$ cat src/sv/btpa_pkg.sv
`default_nettype none
package btpa_pkg;

  localparam logic [1:0] MODE_INIT  = 2'd0;
  localparam logic [1:0] MODE_ALLOC = 2'd1;
  localparam logic [1:0] MODE_FREE  = 2'd2;

  localparam logic [1:0] ST_OK      = 2'd0;
  localparam logic [1:0] ST_NOSPACE = 2'd1;
  localparam logic [1:0] ST_INVALID = 2'd2;

  localparam logic [1:0] ADDR_IDX   = 2'd0;
  localparam logic [1:0] ADDR_LEFT  = 2'd1;
  localparam logic [1:0] ADDR_RIGHT = 2'd2;
  localparam logic [1:0] ADDR_SWEEP = 2'd3;

  localparam logic [1:0] WR_ZERO  = 2'd0;
  localparam logic [1:0] WR_NS    = 2'd1;
  localparam logic [1:0] WR_MERGE = 2'd2;
  localparam logic [1:0] WR_SWEEP = 2'd3;

  typedef struct packed {
    logic       ld_item;
    logic       ld_init;
    logic       rd_en;
    logic [1:0] addr_sel;
    logic       wr_en;
    logic [1:0] wr_sel;
    logic       lat_lv;
    logic       pick;
    logic       to_parent;
    logic       set_root;
    logic       set_leaf;
    logic       out_ld;
    logic [1:0] out_status;
  } dp_cmd_t;

  typedef struct packed {
    logic [1:0] mode;
    logic       alloc_bad;
    logic       free_bad;
    logic       root_short;
    logic       at_want;
    logic       rd_zero;
    logic       idx_zero;
    logic       ns_ok;
    logic       sweep_last;
  } dp_sts_t;

endpackage
`default_nettype wire

$ cat src/sv/btpa_ctrl.sv
`default_nettype none
module btpa_ctrl (
  input  wire logic               clk_i,
  input  wire logic               rst_ni,
  input  wire logic               in_valid_i,
  output logic                    in_stall_o,
  output logic                    out_valid_o,
  input  wire logic               out_stall_i,
  input  wire btpa_pkg::dp_sts_t  sts_i,
  output btpa_pkg::dp_cmd_t       cmd_o
);

  localparam logic [3:0] S_IDLE  = 4'd0;
  localparam logic [3:0] S_DISP  = 4'd1;
  localparam logic [3:0] S_INIT  = 4'd2;
  localparam logic [3:0] S_SWEEP = 4'd3;
  localparam logic [3:0] S_ARD   = 4'd4;
  localparam logic [3:0] S_AROOT = 4'd5;
  localparam logic [3:0] S_ACHK  = 4'd6;
  localparam logic [3:0] S_ARR   = 4'd7;
  localparam logic [3:0] S_APICK = 4'd8;
  localparam logic [3:0] S_FRD   = 4'd9;
  localparam logic [3:0] S_FCHK  = 4'd10;
  localparam logic [3:0] S_UP    = 4'd11;
  localparam logic [3:0] S_URL   = 4'd12;
  localparam logic [3:0] S_URR   = 4'd13;
  localparam logic [3:0] S_UW    = 4'd14;
  localparam logic [3:0] S_DONE  = 4'd15;

  logic [3:0] state_q, state_d;
  logic [1:0] st_q, st_d;
  logic       emit_q, emit_d;
  logic       ovld_q, ovld_d;

  assign in_stall_o  = state_q != S_IDLE;
  assign out_valid_o = ovld_q;

  always_comb begin
    state_d = state_q;
    st_d    = st_q;
    emit_d  = emit_q;
    cmd_o   = '0;
    ovld_d  = ovld_q && out_stall_i;
    case (state_q)
      S_IDLE: begin
        if (in_valid_i) begin
          cmd_o.ld_item = 1'b1;
          emit_d  = 1'b1;
          st_d    = btpa_pkg::ST_OK;
          state_d = S_DISP;
        end
      end
      S_DISP: begin
        case (sts_i.mode)
          btpa_pkg::MODE_INIT: state_d = S_INIT;
          btpa_pkg::MODE_ALLOC: begin
            if (sts_i.alloc_bad) begin
              st_d    = btpa_pkg::ST_NOSPACE;
              state_d = S_DONE;
            end else begin
              cmd_o.set_root = 1'b1;
              state_d = S_ARD;
            end
          end
          btpa_pkg::MODE_FREE: begin
            if (sts_i.free_bad) begin
              st_d    = btpa_pkg::ST_INVALID;
              state_d = S_DONE;
            end else begin
              cmd_o.set_leaf = 1'b1;
              state_d = S_FRD;
            end
          end
          default: begin
            st_d    = btpa_pkg::ST_INVALID;
            state_d = S_DONE;
          end
        endcase
      end
      S_INIT: begin
        cmd_o.ld_init = 1'b1;
        state_d = S_SWEEP;
      end
      S_SWEEP: begin
        cmd_o.wr_en    = 1'b1;
        cmd_o.wr_sel   = btpa_pkg::WR_SWEEP;
        cmd_o.addr_sel = btpa_pkg::ADDR_SWEEP;
        if (sts_i.sweep_last) state_d = emit_q ? S_DONE : S_IDLE;
      end
      S_ARD: begin
        cmd_o.rd_en    = 1'b1;
        cmd_o.addr_sel = btpa_pkg::ADDR_IDX;
        state_d = S_AROOT;
      end
      S_AROOT: begin
        if (sts_i.root_short) begin
          st_d    = btpa_pkg::ST_NOSPACE;
          state_d = S_DONE;
        end else begin
          state_d = S_ACHK;
        end
      end
      S_ACHK: begin
        if (sts_i.at_want) begin
          cmd_o.wr_en    = 1'b1;
          cmd_o.wr_sel   = btpa_pkg::WR_ZERO;
          cmd_o.addr_sel = btpa_pkg::ADDR_IDX;
          state_d = S_UP;
        end else begin
          cmd_o.rd_en    = 1'b1;
          cmd_o.addr_sel = btpa_pkg::ADDR_LEFT;
          state_d = S_ARR;
        end
      end
      S_ARR: begin
        cmd_o.lat_lv   = 1'b1;
        cmd_o.rd_en    = 1'b1;
        cmd_o.addr_sel = btpa_pkg::ADDR_RIGHT;
        state_d = S_APICK;
      end
      S_APICK: begin
        cmd_o.pick = 1'b1;
        state_d = S_ACHK;
      end
      S_FRD: begin
        cmd_o.rd_en    = 1'b1;
        cmd_o.addr_sel = btpa_pkg::ADDR_IDX;
        state_d = S_FCHK;
      end
      S_FCHK: begin
        if (!sts_i.rd_zero) begin
          if (sts_i.idx_zero) begin
            st_d    = btpa_pkg::ST_INVALID;
            state_d = S_DONE;
          end else begin
            cmd_o.to_parent = 1'b1;
            state_d = S_FRD;
          end
        end else if (!sts_i.ns_ok) begin
          st_d    = btpa_pkg::ST_INVALID;
          state_d = S_DONE;
        end else begin
          cmd_o.wr_en    = 1'b1;
          cmd_o.wr_sel   = btpa_pkg::WR_NS;
          cmd_o.addr_sel = btpa_pkg::ADDR_IDX;
          state_d = S_UP;
        end
      end
      S_UP: begin
        if (sts_i.idx_zero) begin
          state_d = S_DONE;
        end else begin
          cmd_o.to_parent = 1'b1;
          state_d = S_URL;
        end
      end
      S_URL: begin
        cmd_o.rd_en    = 1'b1;
        cmd_o.addr_sel = btpa_pkg::ADDR_LEFT;
        state_d = S_URR;
      end
      S_URR: begin
        cmd_o.lat_lv   = 1'b1;
        cmd_o.rd_en    = 1'b1;
        cmd_o.addr_sel = btpa_pkg::ADDR_RIGHT;
        state_d = S_UW;
      end
      S_UW: begin
        cmd_o.wr_en    = 1'b1;
        cmd_o.wr_sel   = btpa_pkg::WR_MERGE;
        cmd_o.addr_sel = btpa_pkg::ADDR_IDX;
        state_d = S_UP;
      end
      S_DONE: begin
        // hold until the output register is free
        if (!ovld_q || !out_stall_i) begin
          cmd_o.out_ld     = 1'b1;
          cmd_o.out_status = st_q;
          ovld_d  = 1'b1;
          state_d = S_IDLE;
        end
      end
      default: state_d = S_IDLE;
    endcase
  end

  always_ff @(posedge clk_i or negedge rst_ni) begin
    if (!rst_ni) begin
      state_q <= S_INIT;
      st_q    <= btpa_pkg::ST_OK;
      emit_q  <= 1'b0;
      ovld_q  <= 1'b0;
    end else begin
      state_q <= state_d;
      st_q    <= st_d;
      emit_q  <= emit_d;
      ovld_q  <= ovld_d;
    end
  end

endmodule
`default_nettype wire

$ cat config.mk
export PLATFORM = sky130hd
export DESIGN_NAME = btpa_ctrl
export DESIGN_NICKNAME = d
export VERILOG_FILES = /design/src/sv/btpa_pkg.sv /design/src/sv/btpa_ctrl.sv
export SDC_FILE = /design/constraint.sdc
export NUM_CORES = 1
export LEC_CHECK = 0
export BUFFER_PORTS_ARGS = -buffer_cell sky130_fd_sc_hd__buf_2
export CAP_MARGIN = 20
export CORE_UTILIZATION = 55
export CTS_BUF_LIST = sky130_fd_sc_hd__clkbuf_8
export DETAILED_ROUTE_END_ITERATION = 10
export GPL_TIMING_DRIVEN = 0
export PLACE_DENSITY_LB_ADDON = 0.15
export SYNTH_ARGS = -nofsm -noshare
export SYNTH_HDL_FRONTEND = slang
export SYNTH_SLANG_ARGS = --single-unit
$ cat constraint.sdc
create_clock -name clk_i -period 2.8 [get_ports clk_i]
set_input_delay 0.14 -clock clk_i [delete_from_list [all_inputs] [get_ports clk_i]]
set_output_delay 0.14 -clock clk_i [all_outputs]
set_load 0.005 [all_outputs]
# [Word-level counts from Yosys, hierarchy flattened]
# Index checks and enable logic that the tools add are counted.
[word_totals] ff_bits=8 output_inout_bits=18 inputBits=14 elab_cells=91
[op_classes] mux=48 n_reduce_logical=13 n_eq_ne=26
[op_table] operator="$pmux 4 s16" count=1
[op_table] operator="$eq 4x4->1 const B" count=8
[op_table] operator="$mux 4" count=8
[op_table] operator="$mux 3" count=8
[op_table] operator="$mux 2" count=9
[op_table] operator="$eq 4x3->1 const B" count=4
[op_table] operator="$mux 1" count=15
[op_table] operator="$ne 3x3->1 const B" count=4
[op_table] operator="$pmux 3 s4" count=1
[op_table] operator="$pmux 4 s3" count=1
[op_table] operator="$ne 2x2->1 const B" count=5
[op_table] operator="$pmux 2 s5" count=1
[op_table] operator="$eq 4x2->1 const B" count=2
[op_table] operator="$pmux 2 s4" count=1
[op_table] operator="$reduce_and 8->1" count=1
[op_table] operator="$reduce_bool 4->1" count=2
[op_table] operator="$pmux 2 s3" count=1
[op_table] operator="$reduce_or 5->1" count=1
[op_table] operator="$eq 4x1->1 const B" count=1
[op_table] operator="$logic_not 4->1" count=1
[op_table] operator="$pmux 1 s2" count=2
[op_table] operator="$reduce_and 3->1" count=1
[op_table] operator="$eq 2x1->1 const B" count=1
[op_table] operator="$eq 2x2->1 const B" count=1
[op_table] operator="6 further kinds" count=7

# [Logic depth before layout (Yosys ltp)]
# Gate-level depths: netlist of run 1.
[depth] word_depth=4 depth_mapped=6 ltp_nobuf=4

# [Least setup slack after synthesis of run 1]
# No wires, ideal clock.
[synth_timing] path_kind="reg2reg" startpoint="register state_q[1]" endpoint="register st_q[1]" arrival_ps=1295 setup_time_ps=125 t_required_ps=2675 stages_incl_launch_ff=5 path_buffers=0 period_less_slack_ps=1420 slack_ps=1380 path_cell_list="dfstp_2 > nand2b_2 > nor4_4 > o211ai_2 > mux2_4"
[synth_via] elab_chain_cells=3 word_cells_on_any_way=14 cone_classes="eq/ne: 10; mux: 1; reduce/logical: 3"
[synth_lines] element="start, declared" line="btpa_ctrl.sv:30" rtl="logic [3:0] state_q, state_d;"
[synth_lines] element="start signal, assigned" line="btpa_ctrl.sv:194" rtl="state_q <= state_d;"
[synth_lines] element="$eq 4x1->1, or another cell as far along" line="btpa_ctrl.sv:44" rtl="case (state_q)"
[synth_lines] element="$ne 3x3->1 (no line), or another cell as far along"
[synth_lines] element="$reduce_and 8->1 (no line)"
[synth_lines] element="end signal, assigned" line="btpa_ctrl.sv:190" rtl="st_q <= btpa_pkg::ST_OK;"
[synth_lines] element="end signal, assigned" line="btpa_ctrl.sv:195" rtl="st_q <= st_d;"
[synth_lines] element="end, declared" line="btpa_ctrl.sv:31" rtl="logic [1:0] st_q, st_d;"
# Parallel ways exist; a longest one is shown, timed or not.
# A chain may end at the register's enable or synchronous reset.

==> results by group, run 1 <==
Status
  – Status: complete, no violations

Global route
  – Initial antenna violation count: 0
  – First-pass GRT wire length: between 4000 and 5000 microns
  – GRT Total Usage: 29.0%
  – Largest net degree at the start of global routing: 11
  – Global route overflow: 0
  – Vias in the first global route: 929

Synth
  – Post-Syn Nets: 141
  – Synthesized cell area: 891 sq um
  – Ys Warns: 0
  – Seq cells post-synth: 8
  – Cells after Synth: 127
  – Register area share after synthesis: 22.6%
  – Netlist cell types: 38
  – Syn avg cell area: ~7 sq um

Pwr
  – VDD IR max: 0.644 mV
  – Leakage power: 0.558 nW
  – PD cells: 1110 mW/mm^2

Worst hold path
  – Hold WC Path Type: input pin to flop

Setup path
  – CP max stage delay: 0.45 ns
  – CP Launch Point: state_q[3]
  – Reg2reg path depth: 4
  – FF-to-FF setup slack: between 1 and 1.5 ns
  – Worst R2R Start: state_q[3]
  – Worst r2r dst: st_q[1]
  – Crit-path slowest cell: dfrtp_1
  – Maximum fanout along the worst path: 10
  – Crit path kind: flop to output port
  – Critical path, cell by cell: buf_4, buf_4, nand2_1, a2111oi_2, buf_2
  – CP required: between 2 and 3 ns
  – Setup crit end kind: output port
  – Arrival @ worst endpoint: 1.67 ns
  – Worst Setup Start Kind: flop
  – Critical Path Most Common Cell: buf_4
  – Worst setup path endpoint: cmd_o[5]

Routing
  – TritonRoute pass-1 iters: 5
  – WL per Instance: roughly 14 microns
  – Vias/cell: 6.11
  – Via count: 1093
  – DRT iter0 DRCs: 57
  – Wirelength, routed: ~2500 microns
  – Final ANT Viol Nets: 0
  – Post-route DRC: 0

Place
  – Place WS: about 1.2 ns
  – DP Area: 0.00107 sq mm
  – Detailed placement HPWL: 1920 microns
  – Routability-driven placement congestion ratio: approximately 0.92
  – IO Port Bufs: 31

STA
  – Slew Limit Fails: 0
  – Final Hold Viols: 0
  – # setup viols final: 0
  – RSZ-0062 raised after global routing: false
  – Fmax: ~550 MHz
  – Tightest Pin Transition: 0.564 ns
  – Final min period: 1.81 ns
  – Setup ws final: 0.990 ns
  – Setup TNS Final: 0 ns
  – Final period utilization: 64.7%
  – Max-Slew Margin vs Limit: 62.3%
  – Final setup skew: around 0.0034 ns

Finish
  – Area grow syn2layout: 25.8%
  – Finished Core Util: 74.4%
  – Area of the multi-input gates: 626 sq um
  – Fill cell count: 133
  – Diode count: 0
  – Layout cells sized above 1: 31.3%
  – Design area: 0.00112 sq mm
  – Register area: between 200 and 250 sq um
  – Final nets: 178

Die
  – IO Pins: 32
  – Rows: 14
  – DIE AREA: between 0.0015 and 0.002 sq mm
  – Core area: 0.00151 sq mm
  – DIE HEIGHT: 42.2 microns
  – Starting Density: between 50% and 60%
  – Horiz. Die Dim: 42.2 microns

Clock tree
  – Post-CTS Hold Buffers: 1
  – Num CTS Buffers: 3
  – Root Driver: clkbuf_8
  – Postcts setup bufs: 0
  – H-tree Lvls: 1
  – Clock sinks: 8
  – Worst-skew pair later-pin latency: 0.23 ns
  – Maximum clock path buffer count: 2
  – CTS tree: built
  – Cts repair resizes: 0
  – Worst-path clk slew: 0.04 ns

Job
  – Max cap viols: 0
==> state kept, by name (all words and copies together), names as in the netlist <==
register	flops
out_valid_o	1
emit_q	1
st_q	2
state_q	4
==> synthesized netlist by cell type <==
library cell	instances	area [sq um]
a2111oi_2	1	15.0
a21oi_1	11	55.1
a221oi_1	1	8.76
a22oi_1	2	15.0
a2bb2o_1	1	10.0
a2bb2oi_1	1	8.76
a31oi_1	3	18.8
and2_1	3	18.8
and2_4	1	8.76
and3_1	2	12.5
and3b_1	1	8.76
buf_2	6	30.0
buf_4	2	15.0
dfrtp_1	7	175
dfstp_2	1	26.3
inv_1	5	18.8
mux2_4	1	15.0
mux2i_1	2	20.0
nand2_1	16	60.1
nand2b_1	4	25.0
nand2b_2	1	8.76
nand4_1	1	6.26
nor2_1	19	71.3
nor2b_1	4	25.0
nor3_1	3	15.0
nor3b_1	2	15.0
nor4_4	1	21.3
o211ai_2	2	25.0
o21a_1	3	22.5
o21ai_0	11	55.1
o21ai_1	2	10.0
o21bai_1	1	7.51
o221ai_1	1	8.76
o22ai_1	1	6.26
o32ai_1	1	8.76
or2_0	1	6.26
or2_2	1	6.26
or3_1	1	6.26
==> stage by stage <==
| stage | instances | power [mW] | hold WS (ns) |
|---|---|---|---|
| after floorplan | 127 | 0.837 | -0.156 |
| after global placement | 174 | 1.06 | -0.0153 |
| after detailed placement | 174 | 1.08 | -0.0119 |
| after CTS | 179 | 1.23 | 0.204 |
| after global routing | 179 | 1.34 | 0.240 |
| final | 179 | 1.24 | 0.210 |
==> cell type report <==
| type | count | share of cell area, % |
|---|---|---|
| Tap cell | 16 | 1.79 |
| Clock inverter | 1 | 0.335 |
| Inverter | 5 | 1.67 |
| Multi-Input combinational cell | 106 | 55.8 |
| Clock buffer | 3 | 3.68 |
| Sequential cell | 8 | 18.0 |
| Timing Repair Buffer | 32 | 14.7 |
| Buffer | 8 | 4.02 |
==> power breakdown <==
part	internal (mW)	switching, mW	leakage, nW
clock	0.0947	0.0433	0.0269
sequential	0.179	0.0652	0.0965
combinational	0.360	0.497	0.434
total	0.633	0.606	0.558
==> how the worst min path moves through the flow <==
stage / slack (ns) / start / cells past startpoint / endpoint
2_1_floorplan: -0.16 / rst_ni / 0 / emit_q
3_3_place_gp: -0.02 / rst_ni / 1 / state_q[3]
3_5_place_dp: -0.01 / rst_ni / 1 / state_q[2]
4_1_cts: 0.20 / in_valid_i / 3 / state_q[0]
5_1_grt: 0.24 / in_valid_i / 3 / state_q[0]
6_report: 0.21 / in_valid_i / 3 / state_q[0]
==> logic make-up after synthesis <==
family,after synthesis,synth area share (%)
AO/OA/AOI/OAI,42,30.9
flip-flops,8,22.6
multiplexers,3,3.93
buffers and inverters,13,7.16
AND/OR/NAND/NOR,61,35.4
==> worst max-delay path: cells and delay by family, from the launching register on <==
kind / cells / cell delay (ns)
AO/OA/AOI/OAI: 1 / 0.33
flip-flops: 1 / 0.45
AND/OR/NAND/NOR: 1 / 0.11
buffers and inverters: 3 / 0.56
==> cell usage in the layout (no fill, tap or decap), types with 2 or more instances in the layout <==
cell type | Yosys | final
a21oi_1 | 11 | 11
a22oi_1 | 2 | 2
a31oi_1 | 3 | 3
and2_1 | 3 | 3
and3_1 | 2 | 2
buf_2 | 6 | 37
buf_4 | 2 | 2
clkbuf_8 | 0 | 3
dfrtp_1 | 7 | 7
inv_1 | 5 | 6
mux2i_1 | 2 | 2
nand2_1 | 16 | 16
nand2b_1 | 4 | 4
nor2_1 | 19 | 19
nor2b_1 | 4 | 4
nor3_1 | 3 | 3
nor3b_1 | 2 | 2
o211ai_2 | 2 | 2
o21a_1 | 3 | 3
o21ai_0 | 11 | 11
o21ai_1 | 2 | 2
==> per-layer routing <==
metal  global-route usage [%]  share of wire [%]  up-vias
met4                     5.63                  0        0
li1                         -                  -      521
met1                     39.6                 40      495
met3                     7.76                 10        0
met2                     46.5                 50       77
met5                        0                  0        -
No activity file was read; power rests on OpenSTA's default activity.
==> run 2, diff against run 1 <==
Settings changed: CORE_UTILIZATION 55 to 51.
Clock period 2.8 ns to 1.7 ns, I/O delays scaled along.
==> results by group, run 2 (synthesis results as in run 1) <==
Status
  – Status: complete, no violations

STA
  – Fmax: about 620 MHz
  – Final Hold Viols: 0 (unchanged)
  – Final min period: roughly 1.6 ns
  – # setup viols final: 0 (unchanged)
  – Slew Limit Fails: 0 (unchanged)
  – Setup ws final: 0.0819 ns (-0.908 ns)
  – Final setup skew: 0.00411 ns (+0.000742 ns)
  – Setup TNS Final: 0 ns (unchanged)
  – Max-Slew Margin vs Limit: 73.5% (+11 points)
  – Min Hold Slack: 0.131 ns (-0.0790 ns)
  – Tightest Pin Transition: 0.397 ns (-0.167 ns)
  – Final period utilization: approximately 95%

Finish
  – Diode count: 0 (unchanged)
  – Commonest non-fill, non-tap cell in the layout: buf_2
  – Most flops, register: state_q
  – Design area: 0.00116 sq mm (+3.6%)
  – Layout cells sized above 1: 34.5% (+3.3 points)
  – Final nets: 180 (+1.1%)
  – Final std cells w/o fill: 181 (+1.1%)
  – Largest register FFs: 4 (unchanged)
  – Area grow syn2layout: 30.3%
  – Biggest regs: state_q: 4 flops, st_q: 2 flops
  – Finished Core Util: 73.7% (-0.77 points)
  – Most frequent cells in the layout: buf_2, nor2_1, nand2_1

Routing
  – WL per Instance: 13.7 microns (-1.2%)
  – Final ANT Viol Nets: 0 (unchanged)
  – DRT iter0 DRCs: 28 (-51%)
  – Vias/cell: 5.82 (-4.6%)
  – Post-Route M1 WL: 1140 microns (+14%)
  – Post-route DRC: 0 (unchanged)
  – Highest metal used: met4
  – TritonRoute pass-1 iters: 4 (-1)
  – Wirelength, routed: 2480 microns (-0.12%)
  – Routed met3 length: 160 microns (-35%)
  – Met2 wire len: 1160 microns (-5.7%)
  – Via count: 1054 (-3.6%)

Worst hold path
  – Hold WC Path Type: input pin to flop
  – Min-delay src: in_valid_i

Global route
  – GRT Total Usage: 27.6% (-1.4 points)
  – First-pass GRT wire length: 4000 microns (-0.17%)
  – Global route overflow: 0 (unchanged)
  – Initial antenna violation count: 0 (unchanged)
  – Vias in the first global route: 917 (-1.3%)
  – Largest net degree at the start of global routing: 11 (unchanged)

Setup path
  – FF-to-FF setup slack: 0.12 ns (-1.01 ns)
  – Maximum fanout along the worst path: 10 (unchanged)
  – Crit path kind: flop to output port
  – Worst Setup Start Kind: flop
  – CP Launch Point: state_q[0]
  – CP required: 1.62 ns (-1.04 ns)
  – Setup crit end kind: output port
  – Worst R2R Start: state_q[3]
  – Arrival @ worst endpoint: 1.53 ns (-0.14 ns)

Place
  – Detailed placement HPWL: 1880 microns (-2.1%)
  – Place WS: 0.0715 ns (-1.11 ns)
  – Routability-driven placement congestion ratio: 0.867 (-5.4%)
  – Dpl cells: 174 (unchanged)
  – IO Port Bufs: 31 (unchanged)
  – DP Area: 0.00107 sq mm (unchanged)

Die
  – DIE AREA: 0.00192 sq mm (+7.5%)
  – IO Pins: 32 (unchanged)
  – Core area: 0.00158 sq mm (+4.7%)
  – DIE HEIGHT: 43.8 microns (+3.7%)
  – Starting Density: 56.5% (-2.6 points)
  – Horiz. Die Dim: 43.8 microns (+3.7%)
  – Rows: 14 (unchanged)

Job
  – Max cap viols: 0 (unchanged)

Clock tree
  – Worst-skew pair later-pin latency: 0.23 ns (about the same)
  – Maximum clock path buffer count: 2 (unchanged)
  – Clock sinks: 8 (unchanged)
  – Num CTS Buffers: 3 (unchanged)
  – Worst-path clk slew: 0.04 ns (about the same)
  – CTS tree: built
  – H-tree Lvls: 1 (unchanged)
  – Root Driver: clkbuf_8

Pwr
  – VDD IR max: 0.856 mV (+33%)
  – Total power draw: 2.14 mW (+73%)
  – PD cells: 1840 mW/mm^2 (+67%)
  – Leakage power: 0.571 nW (+2.4%)
## run 2: critical path, cell delays in order, from the launching register on
cell	delay, ns
dfrtp_1	0.37
clkbuf_4	0.18
buf_4	0.18
buf_4	0.17
o32ai_1	0.24
buf_2	0.15
## run 2: area by class of cell
type	instances	area, sq um
multi-input combinational	106	637
fill	122	415
sequential	8	203
timing repair buffer	34	180
buffer	8	57.6
clock buffer	3	41.3
tap	16	20.0
inverter	5	18.8
clock inverter	1	3.75
## run 2: layer usage
layer  global-route usage [%]  vias to the layer above
li1                         -                      529
met1                     38.4                      476
met2                     42.1                       47
met3                     10.4                        2
met4                     3.13                        0
met5                        0                        -
## run 2: worst paths after layout
check / cells after the start / end
hold / removal: 3 / state_q[0]
setup / recovery: 5 / cmd_o[11]
hold reg to reg: 1 / st_q[1]
min in group asynchronous: 2 / emit_q
setup reg to reg: 5 / st_q[1]
max in group asynchronous: 2 / state_q[1]
## run 2: where the power goes
part           leakage, nW  switching, mW  internal, mW  total [mW]
sequential          0.0954         0.0989         0.297       0.396
clock               0.0269         0.0739         0.156       0.230
combinational        0.449          0.852         0.664        1.52
total                0.571           1.02          1.12        2.14
## run 2: repair_timing
item,CTS,global route
setup buffers,1,1
resized for setup,0,15
hold buffers,1,0
hold endpoints to repair,8,0
gates cloned,0,0
endpoints found under the setup margin,1,10
pin swaps,0,0
